==> config.mk <==
export PLATFORM = sky130hd
export DESIGN_NAME = macd_indicator
export DESIGN_NICKNAME = d
export VERILOG_FILES = /design/src/design/macd_pkg.sv /design/src/design/macd_ema_unit.sv /design/src/design/macd_div_unit.sv /design/src/design/macd_indicator.sv
export SDC_FILE = /design/constraint.sdc
export NUM_CORES = 2
export LEC_CHECK = 0
export BUFFER_PORTS_ARGS = -buffer_cell sky130_fd_sc_hd__clkbuf_2
export CELL_PAD_IN_SITES_DETAIL_PLACEMENT = 0
export CELL_PAD_IN_SITES_GLOBAL_PLACEMENT = 1
export CORE_MARGIN = 1.5
export CORE_UTILIZATION = 50
export DETAILED_ROUTE_END_ITERATION = 10
export PLACE_DENSITY_LB_ADDON = 0.1
export SLEW_MARGIN = 15
export SYNTH_ARGS = -nofsm -noshare
export SYNTH_HDL_FRONTEND = slang
export SYNTH_HIERARCHICAL = 1
export SYNTH_SLANG_ARGS = --single-unit
==> constraint.sdc <==
create_clock -name clk -period 15.4 [get_ports clk]
set_input_delay 1.54 -clock clk [delete_from_list [all_inputs] [get_ports clk]]
set_output_delay 1.54 -clock clk [all_outputs]
set_load 0.02 [all_outputs]
==> src/design/macd_pkg.sv <==
// shared types, constants and helper functions for the macd indicator
`default_nettype none

package macd_pkg;

    // field and state widths
    localparam int PRICE_W    = 32;
    localparam int TIME_W     = 48;
    localparam int PERIOD_W   = 8;
    localparam int ALPHA_W    = 17;
    localparam int LINE_W     = 33;
    localparam int SIG_W      = 34;
    localparam int HIST_W     = 34;
    localparam int SUM_W      = 41;
    localparam int SIG_SUM_W  = 42;
    localparam int CNT_W      = 10;
    localparam int CFG_IDX_W  = 3;

    // arithmetic constants
    localparam int MAX_PERIOD = 255;
    localparam int CNT_CAP    = 2 * MAX_PERIOD;
    localparam int FRAC_BITS  = 16;
    localparam int ALPHA_ONE  = 1 << FRAC_BITS;

    // shared unit widths
    localparam int EMA_W      = 35;
    localparam int PROD_W     = EMA_W + ALPHA_W + 1;
    localparam int DIV_W      = SIG_SUM_W;
    localparam int DIV_CNT_W  = $clog2(DIV_W + 1);

    // configuration register indexes
    localparam logic [CFG_IDX_W-1:0] CFG_FAST_PERIOD   = 3'd0;
    localparam logic [CFG_IDX_W-1:0] CFG_SLOW_PERIOD   = 3'd1;
    localparam logic [CFG_IDX_W-1:0] CFG_SIGNAL_PERIOD = 3'd2;
    localparam logic [CFG_IDX_W-1:0] CFG_FAST_ALPHA    = 3'd3;
    localparam logic [CFG_IDX_W-1:0] CFG_SLOW_ALPHA    = 3'd4;
    localparam logic [CFG_IDX_W-1:0] CFG_SIGNAL_ALPHA  = 3'd5;

    // sequencer states
    typedef enum logic [3:0] {
        S_IDLE,
        S_FAST,
        S_FAST_DIV,
        S_FAST_EMA,
        S_SLOW,
        S_SLOW_DIV,
        S_SLOW_EMA,
        S_LINE,
        S_SIG,
        S_SIG_DIV,
        S_SIG_EMA,
        S_OUT
    } seq_state_t;

    // request to the shared ema step unit
    typedef struct packed {
        logic               valid;
        logic [EMA_W-1:0]   base;
        logic [EMA_W-1:0]   sample;
        logic [ALPHA_W-1:0] alpha;
    } ema_req_t;

    // request to the shared seed divider
    typedef struct packed {
        logic                valid;
        logic [DIV_W-1:0]    dividend;
        logic [PERIOD_W-1:0] divisor;
    } div_req_t;

    // zero period acts as one, long period saturates
    function automatic logic [PERIOD_W-1:0] eff_period(input logic [PERIOD_W-1:0] p);
        logic [PERIOD_W-1:0] r;
        r = p;
        if (p == '0)
            r = PERIOD_W'(1);
        else if (32'(p) > MAX_PERIOD)
            r = PERIOD_W'(MAX_PERIOD);
        return r;
    endfunction

    // smoothing factor clamped to one
    function automatic logic [ALPHA_W-1:0] sat_alpha(input logic [ALPHA_W-1:0] a);
        logic [ALPHA_W-1:0] r;
        r = a;
        if (32'(a) > ALPHA_ONE)
            r = ALPHA_W'(ALPHA_ONE);
        return r;
    endfunction

endpackage

`default_nettype wire

==> src/design/macd_ema_unit.sv <==
// shared ema step unit: base + floor((sample - base) * alpha / 2^frac)
`default_nettype none

module macd_ema_unit
    import macd_pkg::*;
(
    input  wire logic             clk,
    input  wire logic             rst_n,
    input  wire ema_req_t         req,
    output logic                  done,
    output logic [EMA_W-1:0]      result
);

    logic                     v1_reg;
    logic                     v2_reg;
    logic                     done_reg;
    logic signed [EMA_W-1:0]  diff_reg;
    logic [EMA_W-1:0]         base1_reg;
    logic [EMA_W-1:0]         base2_reg;
    logic [ALPHA_W-1:0]       alpha_reg;
    logic signed [PROD_W-1:0] prod_reg;
    logic signed [PROD_W-1:0] prod_shr;
    logic [EMA_W-1:0]         result_reg;

    // floor division by 2^frac is an arithmetic shift
    assign prod_shr = prod_reg >>> FRAC_BITS;

    // stage valid bits
    always_ff @(posedge clk or negedge rst_n)
    begin
        if (!rst_n)
        begin
            v1_reg   <= 1'b0;
            v2_reg   <= 1'b0;
            done_reg <= 1'b0;
        end
        else
        begin
            v1_reg   <= req.valid;
            v2_reg   <= v1_reg;
            done_reg <= v2_reg;
        end
    end

    // difference, product, then accumulate
    always_ff @(posedge clk)
    begin
        if (req.valid)
        begin
            diff_reg  <= $signed(req.sample) - $signed(req.base);
            base1_reg <= req.base;
            alpha_reg <= req.alpha;
        end
        if (v1_reg)
        begin
            prod_reg  <= diff_reg * $signed({1'b0, alpha_reg});
            base2_reg <= base1_reg;
        end
        if (v2_reg)
        begin
            result_reg <= base2_reg + prod_shr[EMA_W-1:0];
        end
    end

    assign done   = done_reg;
    assign result = result_reg;

endmodule

`default_nettype wire

==> src/design/macd_div_unit.sv <==
// shared seed divider: signed sum over small period, truncating toward zero
`default_nettype none

module macd_div_unit
    import macd_pkg::*;
(
    input  wire logic          clk,
    input  wire logic          rst_n,
    input  wire div_req_t      req,
    output logic               done,
    output logic [DIV_W-1:0]   quotient
);

    logic                  busy_reg;
    logic                  done_reg;
    logic [DIV_CNT_W-1:0]  cnt_reg;
    logic [PERIOD_W-1:0]   rem_reg;
    logic [PERIOD_W-1:0]   dsr_reg;
    logic [DIV_W-1:0]      quo_reg;
    logic                  neg_reg;
    logic [DIV_W-1:0]      result_reg;
    logic [PERIOD_W:0]     trial;
    logic                  fits;
    logic [PERIOD_W:0]     rem_sub;
    logic [DIV_W-1:0]      magnitude;

    // one restoring step per cycle
    assign trial     = {rem_reg, quo_reg[DIV_W-1]};
    assign fits      = trial >= {1'b0, dsr_reg};
    assign rem_sub   = trial - {1'b0, dsr_reg};
    assign magnitude = req.dividend[DIV_W-1] ? (~req.dividend + DIV_W'(1)) : req.dividend;

    // control
    always_ff @(posedge clk or negedge rst_n)
    begin
        if (!rst_n)
        begin
            busy_reg <= 1'b0;
            done_reg <= 1'b0;
            cnt_reg  <= '0;
        end
        else
        begin
            done_reg <= 1'b0;
            if (req.valid)
            begin
                busy_reg <= 1'b1;
                cnt_reg  <= DIV_CNT_W'(DIV_W);
            end
            else if (busy_reg && cnt_reg != '0)
            begin
                cnt_reg <= cnt_reg - DIV_CNT_W'(1);
            end
            else if (busy_reg)
            begin
                busy_reg <= 1'b0;
                done_reg <= 1'b1;
            end
        end
    end

    // remainder and quotient shift
    always_ff @(posedge clk)
    begin
        if (req.valid)
        begin
            rem_reg <= '0;
            dsr_reg <= req.divisor;
            quo_reg <= magnitude;
            neg_reg <= req.dividend[DIV_W-1];
        end
        else if (busy_reg && cnt_reg != '0)
        begin
            rem_reg <= fits ? rem_sub[PERIOD_W-1:0] : trial[PERIOD_W-1:0];
            quo_reg <= {quo_reg[DIV_W-2:0], fits};
        end
        else if (busy_reg)
        begin
            result_reg <= neg_reg ? (~quo_reg + DIV_W'(1)) : quo_reg;
        end
    end

    assign done     = done_reg;
    assign quotient = result_reg;

endmodule

`default_nettype wire

==> src/design/macd_indicator.sv <==
// top level: macd line, signal and histogram over a bar stream
//
//  channel  | handshake             | payload
//  ---------+-----------------------+-----------------------------------------
//  in       | in_valid / in_ready   | close_price, bar_time, series_start
//  out      | out_valid / out_ready | line_valid, line_value, signal_valid,
//           |                       | signal_value, histogram_value, result_time
//  cfg      | cfg_valid / cfg_ready | cfg_index, cfg_data
//
// with all averages running, a bar between input transfers passes an issue state and a
// wait on the shared multiply pipeline for each of three ema steps, plus line, output and idle.
// a seed sum step only adds the bar into its sum; the bar closing a seed window waits
// for that mean from the shared bit-serial divider.
// in_ready is high only while idle; a result still waiting stalls the output step.
// reset restores the register defaults and clears the series; cfg is always ready.
`default_nettype none

module macd_indicator
    import macd_pkg::*;
(
    input  wire logic                  clk,
    input  wire logic                  rst_n,
    // bar input
    input  wire logic                  in_valid,
    output logic                       in_ready,
    input  wire logic [PRICE_W-1:0]    close_price,
    input  wire logic [TIME_W-1:0]     bar_time,
    input  wire logic                  series_start,
    // result output
    output logic                       out_valid,
    input  wire logic                  out_ready,
    output logic                       line_valid,
    output logic [LINE_W-1:0]          line_value,
    output logic                       signal_valid,
    output logic [LINE_W-1:0]          signal_value,
    output logic [HIST_W-1:0]          histogram_value,
    output logic [TIME_W-1:0]          result_time,
    // configuration writes
    input  wire logic                  cfg_valid,
    output logic                       cfg_ready,
    input  wire logic [CFG_IDX_W-1:0]  cfg_index,
    input  wire logic [ALPHA_W-1:0]    cfg_data
);

    seq_state_t state_reg, state_next;

    logic [PERIOD_W-1:0] fast_period_reg, slow_period_reg, signal_period_reg;
    logic [ALPHA_W-1:0]  fast_alpha_reg, slow_alpha_reg, signal_alpha_reg;

    logic [CNT_W-1:0]     bar_count_reg, bar_count_next;
    logic [SUM_W-1:0]     fast_sum_reg, fast_sum_next;
    logic [SUM_W-1:0]     slow_sum_reg, slow_sum_next;
    logic [LINE_W-1:0]    fast_avg_reg, fast_avg_next;
    logic [LINE_W-1:0]    slow_avg_reg, slow_avg_next;
    logic [SIG_SUM_W-1:0] signal_sum_reg, signal_sum_next;
    logic [SIG_W-1:0]     signal_avg_reg, signal_avg_next;
    logic                 lv_reg, lv_next;
    logic                 out_valid_reg, out_valid_next;

    logic [PRICE_W-1:0]   x_reg, x_next;
    logic [TIME_W-1:0]    time_reg, time_next;
    logic [LINE_W-1:0]    m_reg, m_next;
    logic                 line_valid_reg, line_valid_next;
    logic [LINE_W-1:0]    line_value_reg, line_value_next;
    logic                 signal_valid_reg, signal_valid_next;
    logic [LINE_W-1:0]    signal_value_reg, signal_value_next;
    logic [HIST_W-1:0]    hist_reg, hist_next;
    logic [TIME_W-1:0]    result_time_reg, result_time_next;

    logic [PERIOD_W-1:0]  slow_p, fast_raw, fast_p, sig_p, slow_m1;
    logic [CNT_W-1:0]     k;
    logic                 n_lt_f, n_eq_fm1, n_lt_s, n_eq_sm1, line_on;
    logic                 k_lt_g, k_eq_gm1, k_ge_gm1;
    logic [SUM_W-1:0]     x_ext, fast_sum_add, slow_sum_add;
    logic [SIG_SUM_W-1:0] sig_sum_add;
    logic [HIST_W-1:0]    hist_calc;

    ema_req_t            ema_req;
    logic                ema_done;
    logic [EMA_W-1:0]    ema_result;
    div_req_t            div_req;
    logic                div_done;
    logic [DIV_W-1:0]    div_quo;

    macd_ema_unit u_ema (
        .clk    (clk),
        .rst_n  (rst_n),
        .req    (ema_req),
        .done   (ema_done),
        .result (ema_result)
    );

    macd_div_unit u_div (
        .clk      (clk),
        .rst_n    (rst_n),
        .req      (div_req),
        .done     (div_done),
        .quotient (div_quo)
    );

    // effective periods, fast limited to slow
    assign slow_p   = eff_period(slow_period_reg);
    assign fast_raw = eff_period(fast_period_reg);
    assign fast_p   = (fast_raw > slow_p) ? slow_p : fast_raw;
    assign sig_p    = eff_period(signal_period_reg);
    assign slow_m1  = slow_p - PERIOD_W'(1);

    // window position of the current bar
    assign n_lt_f   = bar_count_reg < CNT_W'(fast_p);
    assign n_eq_fm1 = bar_count_reg == CNT_W'(fast_p - PERIOD_W'(1));
    assign n_lt_s   = bar_count_reg < CNT_W'(slow_p);
    assign n_eq_sm1 = bar_count_reg == CNT_W'(slow_m1);
    assign line_on  = bar_count_reg >= CNT_W'(slow_m1);
    assign k        = bar_count_reg - CNT_W'(slow_m1);
    assign k_lt_g   = k < CNT_W'(sig_p);
    assign k_eq_gm1 = k == CNT_W'(sig_p - PERIOD_W'(1));
    assign k_ge_gm1 = k >= CNT_W'(sig_p - PERIOD_W'(1));

    // seed sums and histogram
    assign x_ext        = {{(SUM_W-PRICE_W){1'b0}}, x_reg};
    assign fast_sum_add = fast_sum_reg + x_ext;
    assign slow_sum_add = slow_sum_reg + x_ext;
    assign sig_sum_add  = signal_sum_reg + {{(SIG_SUM_W-LINE_W){m_reg[LINE_W-1]}}, m_reg};
    assign hist_calc    = {{(HIST_W-LINE_W){m_reg[LINE_W-1]}}, m_reg} - signal_avg_reg;

    assign in_ready  = (state_reg == S_IDLE);
    assign cfg_ready = 1'b1;

    // sequencer: next state and datapath updates
    always_comb
    begin
        state_next        = state_reg;
        bar_count_next    = bar_count_reg;
        fast_sum_next     = fast_sum_reg;
        slow_sum_next     = slow_sum_reg;
        fast_avg_next     = fast_avg_reg;
        slow_avg_next     = slow_avg_reg;
        signal_sum_next   = signal_sum_reg;
        signal_avg_next   = signal_avg_reg;
        lv_next           = lv_reg;
        out_valid_next    = out_valid_reg && !out_ready;
        x_next            = x_reg;
        time_next         = time_reg;
        m_next            = m_reg;
        line_valid_next   = line_valid_reg;
        line_value_next   = line_value_reg;
        signal_valid_next = signal_valid_reg;
        signal_value_next = signal_value_reg;
        hist_next         = hist_reg;
        result_time_next  = result_time_reg;
        ema_req           = '0;
        div_req           = '0;

        case (state_reg)
            S_IDLE:
            begin
                if (in_valid)
                begin
                    x_next    = close_price;
                    time_next = bar_time;
                    if (series_start)
                    begin
                        bar_count_next  = '0;
                        fast_sum_next   = '0;
                        slow_sum_next   = '0;
                        fast_avg_next   = '0;
                        slow_avg_next   = '0;
                        signal_sum_next = '0;
                        signal_avg_next = '0;
                    end
                    state_next = S_FAST;
                end
            end
            S_FAST:
            begin
                if (n_lt_f)
                begin
                    fast_sum_next = fast_sum_add;
                    if (n_eq_fm1)
                    begin
                        div_req.valid    = 1'b1;
                        div_req.dividend = {{(DIV_W-SUM_W){fast_sum_add[SUM_W-1]}},
                                            fast_sum_add};
                        div_req.divisor  = fast_p;
                        state_next       = S_FAST_DIV;
                    end
                    else
                    begin
                        state_next = S_SLOW;
                    end
                end
                else
                begin
                    ema_req.valid  = 1'b1;
                    ema_req.base   = {{(EMA_W-LINE_W){fast_avg_reg[LINE_W-1]}}, fast_avg_reg};
                    ema_req.sample = {{(EMA_W-PRICE_W){1'b0}}, x_reg};
                    ema_req.alpha  = sat_alpha(fast_alpha_reg);
                    state_next     = S_FAST_EMA;
                end
            end
            S_FAST_DIV:
            begin
                if (div_done)
                begin
                    fast_avg_next = div_quo[LINE_W-1:0];
                    state_next    = S_SLOW;
                end
            end
            S_FAST_EMA:
            begin
                if (ema_done)
                begin
                    fast_avg_next = ema_result[LINE_W-1:0];
                    state_next    = S_SLOW;
                end
            end
            S_SLOW:
            begin
                if (n_lt_s)
                begin
                    slow_sum_next = slow_sum_add;
                    if (n_eq_sm1)
                    begin
                        div_req.valid    = 1'b1;
                        div_req.dividend = {{(DIV_W-SUM_W){slow_sum_add[SUM_W-1]}},
                                            slow_sum_add};
                        div_req.divisor  = slow_p;
                        state_next       = S_SLOW_DIV;
                    end
                    else
                    begin
                        state_next = S_LINE;
                    end
                end
                else
                begin
                    ema_req.valid  = 1'b1;
                    ema_req.base   = {{(EMA_W-LINE_W){slow_avg_reg[LINE_W-1]}}, slow_avg_reg};
                    ema_req.sample = {{(EMA_W-PRICE_W){1'b0}}, x_reg};
                    ema_req.alpha  = sat_alpha(slow_alpha_reg);
                    state_next     = S_SLOW_EMA;
                end
            end
            S_SLOW_DIV:
            begin
                if (div_done)
                begin
                    slow_avg_next = div_quo[LINE_W-1:0];
                    state_next    = S_LINE;
                end
            end
            S_SLOW_EMA:
            begin
                if (ema_done)
                begin
                    slow_avg_next = ema_result[LINE_W-1:0];
                    state_next    = S_LINE;
                end
            end
            S_LINE:
            begin
                lv_next = line_on;
                if (line_on)
                begin
                    m_next     = fast_avg_reg - slow_avg_reg;
                    state_next = S_SIG;
                end
                else
                begin
                    state_next = S_OUT;
                end
            end
            S_SIG:
            begin
                if (k_lt_g)
                begin
                    signal_sum_next = sig_sum_add;
                    if (k_eq_gm1)
                    begin
                        div_req.valid    = 1'b1;
                        div_req.dividend = sig_sum_add;
                        div_req.divisor  = sig_p;
                        state_next       = S_SIG_DIV;
                    end
                    else
                    begin
                        state_next = S_OUT;
                    end
                end
                else
                begin
                    ema_req.valid  = 1'b1;
                    ema_req.base   = {{(EMA_W-SIG_W){signal_avg_reg[SIG_W-1]}},
                                      signal_avg_reg};
                    ema_req.sample = {{(EMA_W-LINE_W){m_reg[LINE_W-1]}}, m_reg};
                    ema_req.alpha  = sat_alpha(signal_alpha_reg);
                    state_next     = S_SIG_EMA;
                end
            end
            S_SIG_DIV:
            begin
                if (div_done)
                begin
                    signal_avg_next = div_quo[SIG_W-1:0];
                    state_next      = S_OUT;
                end
            end
            S_SIG_EMA:
            begin
                if (ema_done)
                begin
                    signal_avg_next = ema_result[SIG_W-1:0];
                    state_next      = S_OUT;
                end
            end
            S_OUT:
            begin
                // load the output register once it is free
                if (!out_valid_reg || out_ready)
                begin
                    out_valid_next    = 1'b1;
                    line_valid_next   = lv_reg;
                    line_value_next   = lv_reg ? m_reg : '0;
                    signal_valid_next = lv_reg && k_ge_gm1;
                    signal_value_next = (lv_reg && k_ge_gm1) ? signal_avg_reg[LINE_W-1:0] : '0;
                    hist_next         = (lv_reg && k_ge_gm1) ? hist_calc : '0;
                    result_time_next  = time_reg;
                    if (bar_count_reg < CNT_W'(CNT_CAP))
                        bar_count_next = bar_count_reg + CNT_W'(1);
                    state_next = S_IDLE;
                end
            end
            default:
            begin
                state_next = S_IDLE;
            end
        endcase
    end

    // control and series state
    always_ff @(posedge clk or negedge rst_n)
    begin
        if (!rst_n)
        begin
            state_reg      <= S_IDLE;
            bar_count_reg  <= '0;
            fast_sum_reg   <= '0;
            slow_sum_reg   <= '0;
            fast_avg_reg   <= '0;
            slow_avg_reg   <= '0;
            signal_sum_reg <= '0;
            signal_avg_reg <= '0;
            lv_reg         <= 1'b0;
            out_valid_reg  <= 1'b0;
        end
        else
        begin
            state_reg      <= state_next;
            bar_count_reg  <= bar_count_next;
            fast_sum_reg   <= fast_sum_next;
            slow_sum_reg   <= slow_sum_next;
            fast_avg_reg   <= fast_avg_next;
            slow_avg_reg   <= slow_avg_next;
            signal_sum_reg <= signal_sum_next;
            signal_avg_reg <= signal_avg_next;
            lv_reg         <= lv_next;
            out_valid_reg  <= out_valid_next;
        end
    end

    // payload registers
    always_ff @(posedge clk)
    begin
        x_reg            <= x_next;
        time_reg         <= time_next;
        m_reg            <= m_next;
        line_valid_reg   <= line_valid_next;
        line_value_reg   <= line_value_next;
        signal_valid_reg <= signal_valid_next;
        signal_value_reg <= signal_value_next;
        hist_reg         <= hist_next;
        result_time_reg  <= result_time_next;
    end

    // configuration registers
    always_ff @(posedge clk or negedge rst_n)
    begin
        if (!rst_n)
        begin
            fast_period_reg   <= PERIOD_W'(12);
            slow_period_reg   <= PERIOD_W'(26);
            signal_period_reg <= PERIOD_W'(9);
            fast_alpha_reg    <= ALPHA_W'(10082);
            slow_alpha_reg    <= ALPHA_W'(4855);
            signal_alpha_reg  <= ALPHA_W'(13107);
        end
        else if (cfg_valid && cfg_ready)
        begin
            case (cfg_index)
                CFG_FAST_PERIOD:   fast_period_reg   <= cfg_data[PERIOD_W-1:0];
                CFG_SLOW_PERIOD:   slow_period_reg   <= cfg_data[PERIOD_W-1:0];
                CFG_SIGNAL_PERIOD: signal_period_reg <= cfg_data[PERIOD_W-1:0];
                CFG_FAST_ALPHA:    fast_alpha_reg    <= cfg_data;
                CFG_SLOW_ALPHA:    slow_alpha_reg    <= cfg_data;
                CFG_SIGNAL_ALPHA:  signal_alpha_reg  <= cfg_data;
                default:           ;
            endcase
        end
    end

    assign out_valid       = out_valid_reg;
    assign line_valid      = line_valid_reg;
    assign line_value      = line_value_reg;
    assign signal_valid    = signal_valid_reg;
    assign signal_value    = signal_value_reg;
    assign histogram_value = hist_reg;
    assign result_time     = result_time_reg;

    // checks on sequencing and result consistency
    a_busy_after_transfer: assert property (@(posedge clk) disable iff (!rst_n)
        in_valid && in_ready |=> !in_ready)
        else $error("input taken while a bar is in progress");

    a_signal_needs_line: assert property (@(posedge clk) disable iff (!rst_n)
        out_valid |-> (line_valid || !signal_valid))
        else $error("signal flagged without a macd line");

    a_undefined_zero: assert property (@(posedge clk) disable iff (!rst_n)
        out_valid && !line_valid |->
            (line_value == '0 && signal_value == '0 && histogram_value == '0))
        else $error("undefined result fields not zero");

    a_count_cap: assert property (@(posedge clk) disable iff (!rst_n)
        bar_count_reg <= CNT_W'(CNT_CAP))
        else $error("bar count beyond its cap");

    a_ema_issue: assert property (@(posedge clk) disable iff (!rst_n)
        ema_req.valid |-> (state_reg == S_FAST || state_reg == S_SLOW || state_reg == S_SIG))
        else $error("ema step issued outside an update state");

endmodule

`default_nettype wire
# Yosys cells after proc, flatten, opt, wreduce, memory -nomap -nowiden
# Cells that the tools add are included.
dict set report totals {
  output_inout_bits 153
  input_bits 106
  ff_bits 886
  elab_cells 219
}
dict set report classes {
  n_reduce_logical 38
  mux 74
  bitwise 4
  multipliers 1
  add_sub_neg 16
  n_eq_ne 33
  magnitude_cmp 11
}
# operator count
set ops {}
lappend ops {{two-way mux 51 bit} 6}
lappend ops {{two-way mux 88 bit} 3}
lappend ops {{case mux 88 bit (3 select lines)} 1}
lappend ops {{two-way mux 42 bit} 6}
lappend ops {{case mux 33 bit (3 select lines)} 2}
lappend ops {{two-way mux 34 bit} 5}
lappend ops {{two-way mux 41 bit} 4}
lappend ops {{case mux 41 bit (2 select lines)} 2}
lappend ops {{case mux 51 bit (3 select lines)} 1}
lappend ops {{two-way mux 33 bit} 4}
lappend ops {{case mux 34 bit (3 select lines)} 1}
lappend ops {{case mux 42 bit (2 select lines)} 1}
lappend ops {{adder 41 x 32 -> 41 bit} 2}
lappend ops {{greater-than comparator 17 bit (second input constant)} 3}
lappend ops {{two-way mux 17 bit} 3}
lappend ops {{multiplier 35 x 18 -> 50 bit} 1}
lappend ops {{case mux 4 bit (12 select lines)} 1}
lappend ops {{two-way mux 4 bit} 11}
lappend ops {{adder 42 x 1 -> 42 bit (second input constant)} 1}
lappend ops {{adder 42 bit} 1}
lappend ops {{NOT 42 bit} 1}
lappend ops {{two-way mux 10 bit} 4}
lappend ops {{two-way mux 8 bit} 5}
lappend ops {{subtractor 35 bit} 1}
lappend ops {{48 further kinds} 107}

# Longest topological paths before layout
dict set report logic_depth {
  ltp_word 13
  ltp_mapped 35
  mapped_depth_nobuf 32
}

# By module
# The synthesis kept the hierarchy.
# mod instances cells_each area_each_um2 seq_area_each_um2
set modules_own_cells {}
lappend modules_own_cells {macd_indicator 1 3389 34091.4 15818.9}
lappend modules_own_cells {macd_ema_unit 1 2836 28462.3 5840.6}
lappend modules_own_cells {macd_div_unit 1 600 6258.5 3153.0}

# Worst setup path before layout
# Ideal clock, no wire load.
dict set report synth_timing {
  path_kind {register to register}
  startpoint {register slow_period_reg[5]}
  endpoint {register u_div.result_reg[0] (netlist: u_div/quotient[0]) (enable)}
  setup_time_ns 0.546
  t_required_ns 14.854
  t_arrival_ns 8.333
  stages_incl_launch_ff 20
  n_path_buf 3
  slack_ns 6.521
  synth_period_minus_slack_ns 8.879
  cell_sequence {dfrtp_1 -> buf_2 -> nor4_4 -> a21oi_4 -> ha_1 -> fa_1 -> a21o_1 -> a21oi_1 -> o21bai_1 -> a21oi_1 -> xnor2_1 -> ha_1 -> nand2_1 -> o21ai_0 -> nor4_2 -> nand2_1 -> nand3_1 -> clkbuf_1 -> clkbuf_1 -> nor4_1}
}
# item line_no
set synth_lines {}
lappend synth_lines {{start: declaration} macd_indicator.sv:47} ;# logic [PERIOD_W-1:0] fast_period_reg, slow_period_reg, signal_period_reg;
lappend synth_lines {{start signal: assignment} macd_indicator.sv:401} ;# CFG_SLOW_PERIOD: slow_period_reg <= cfg_data[PERIOD_W-1:0];
lappend synth_lines {{end signal: assignment} macd_div_unit.sv:79} ;# result_reg <= neg_reg ? (~quo_reg + DIV_W'(1)) : quo_reg;
lappend synth_lines {{end: declaration} macd_div_unit.sv:21} ;# logic [DIV_W-1:0] result_reg;

==> impl_metrics.ini <==
[outcome]
status = completed

[critical_path]
crit_start = slow_period_reg[4]
critPathKind = reg -> reg
crit_path_end_kind = flop
arrival_ns = 8.83
cp.buffers_inverters = 2
start_kind = flop
timing.rr.start = slow_period_reg[4]
slowest_delay_ns = 0.68
cp_max_fo = 36
crit_path_frequent_cell = a21oi_1
critical_path.top_delay_family = compound AO/OA/AOI/OAI gates
slowest_stage = or2_2
cp.required_ns = 15.82

[floorplanning]
ios = 259
die_h_um = 372
fp-row-count = 135
start_util_pct = 50.3
die_area_mm2 = 0.138
die_x_um = 372
design.core.area_mm2 = 0.135

[finish]
drive_gt1_share_pct = 9.85
nFillCells = 12107
fin_nets = 8009
final_util_pct = 55.3
layout_common_cells = 890 x inv_1, 778 x nand2_1, 561 x fa_1, 536 x edfxtp_1, 418 x ha_1
area_delta_synth_final_pct = 9.87
final_common_cell = inv_1

[yosys]
syn_nets = 7852
avgSynthCellArea_um2 = 10.1
syn_area_mm2 = 0.0681
synthCells = 6767
synth_warnings = 6

[routing]
routedLengthMet1_mm = 91.4
wl_met2_mm = 91.2
wl_met3_mm = 14.5
wl_mm = 203
drc = 0
firstDrtPassIters = 9
vias_per_cell = 5.80
num_vias = 51036
drt_iter0_markers = 4784
postRouteAntennaNets = 0
highest_layer = met5
wl_per_cell_um = 23.1

[worst_hold_path]
hp-start = u_ema/base1_reg[16]
hold_class = reg -> reg

[sta]
finClkSkew_ns = 0.0736
tightest_slew_ns = 1.20
whs_ns = 0.388
fin_setup_tns_ns = 0
fin_crit_sh_pct = 54.6
slew_headroom_pct = 18.8
rsz0062_at_grt = false
slew_violations = 0
hold_viol = 0
fmaxAchievable_ghz = 0.119
period_minus_slack_ns = 8.41
finalSetupViolCount = 0

[grt]
antenna_found_initial = 19
grt_overflow = 0
track_usage_pct = 29.6
grt_pass1_wl_mm = 310
grt_pass1_vias = 50803
grt_max_degree = 78

[cts]
cts-root-buf = clkbuf_16
holdBufCountCts = 0
ctsResizeCount = 0
cts.sinks = 870
cts_tree = yes
cts_max_path_buffers = 3
cts_buffers = 101
clk_latency_ns = 0.73
clkSlewWorstSetupHoldPaths_ns = 0.06
htreeDepth = 3
post_cts.repair.setup_buffers = 0

[placement]
place.gp.congestion = 0.924
portBuffers = 257
dpl.hpwl_mm = 154

[run]
maxCapViolations = 0
[final timing paths]
check,endpoint,slack [ns],depth (start not counted)
max,u_ema/diff_reg[33],6.99,30
min,u_ema/base2_reg[16],0.39,0
max reg2reg,u_ema/diff_reg[33],6.99,30
min reg2reg,u_ema/base2_reg[16],0.39,0
max in group asynchronous,u_ema/v1_reg,13.09,2
min in group asynchronous,u_div/cnt_reg[2],0.81,1
[through the flow]
| stage | worst slack [ns] | cells | cell area, um^2 |
|---|---|---|---|
| global route | 6.53 | 8793 | 74800 |
| CTS | 7.06 | 8793 | 74800 |
| global placement | 7.16 | 8602 | 71200 |
| floorplan | 6.89 | 6767 | 68100 |
| finish | 6.99 | 8794 | 74800 |
| detailed placement | 7.14 | 8602 | 71200 |
[layer usage]
| metal | track usage (%) | vias up |
|---|---|---|
| met4 | 8.45 | 6 |
| met1 | 43.2 | 25515 |
| met3 | 4.59 | 342 |
| met5 | 0 | - |
| met2 | 45.8 | 1683 |
| li1 | - | 23490 |
[area by class of cell]
cell class / count / area [um^2] / share of cell area, %
clock inverter: 54 / 716 / 0.957
clock buffer: 137 / 2810 / 3.75
antenna: 1 / 2.50 / 0.00335
inverter: 892 / 3350 / 4.48
tap: 1781 / 2230 / 2.98
sequential: 870 / 24500 / 32.7
timing repair buffer: 335 / 1880 / 2.52
multi-input combinational: 4724 / 39300 / 52.6
[worst reg2reg max path, delay by kind of cell, from the launching register on]
kind,cells,cell delay (ns)
AO/OA/AOI/OAI,17,3.74
AND/OR/NAND/NOR,7,2.25
adder cells (fa/ha/maj),3,0.97
flip-flops,1,0.62
buffers and inverters,2,0.47
XOR/XNOR,1,0.08
Power is left out: the tool's default activity adds up to more than one toggle a clock period on the data nets, which glitch-free logic cannot reach.
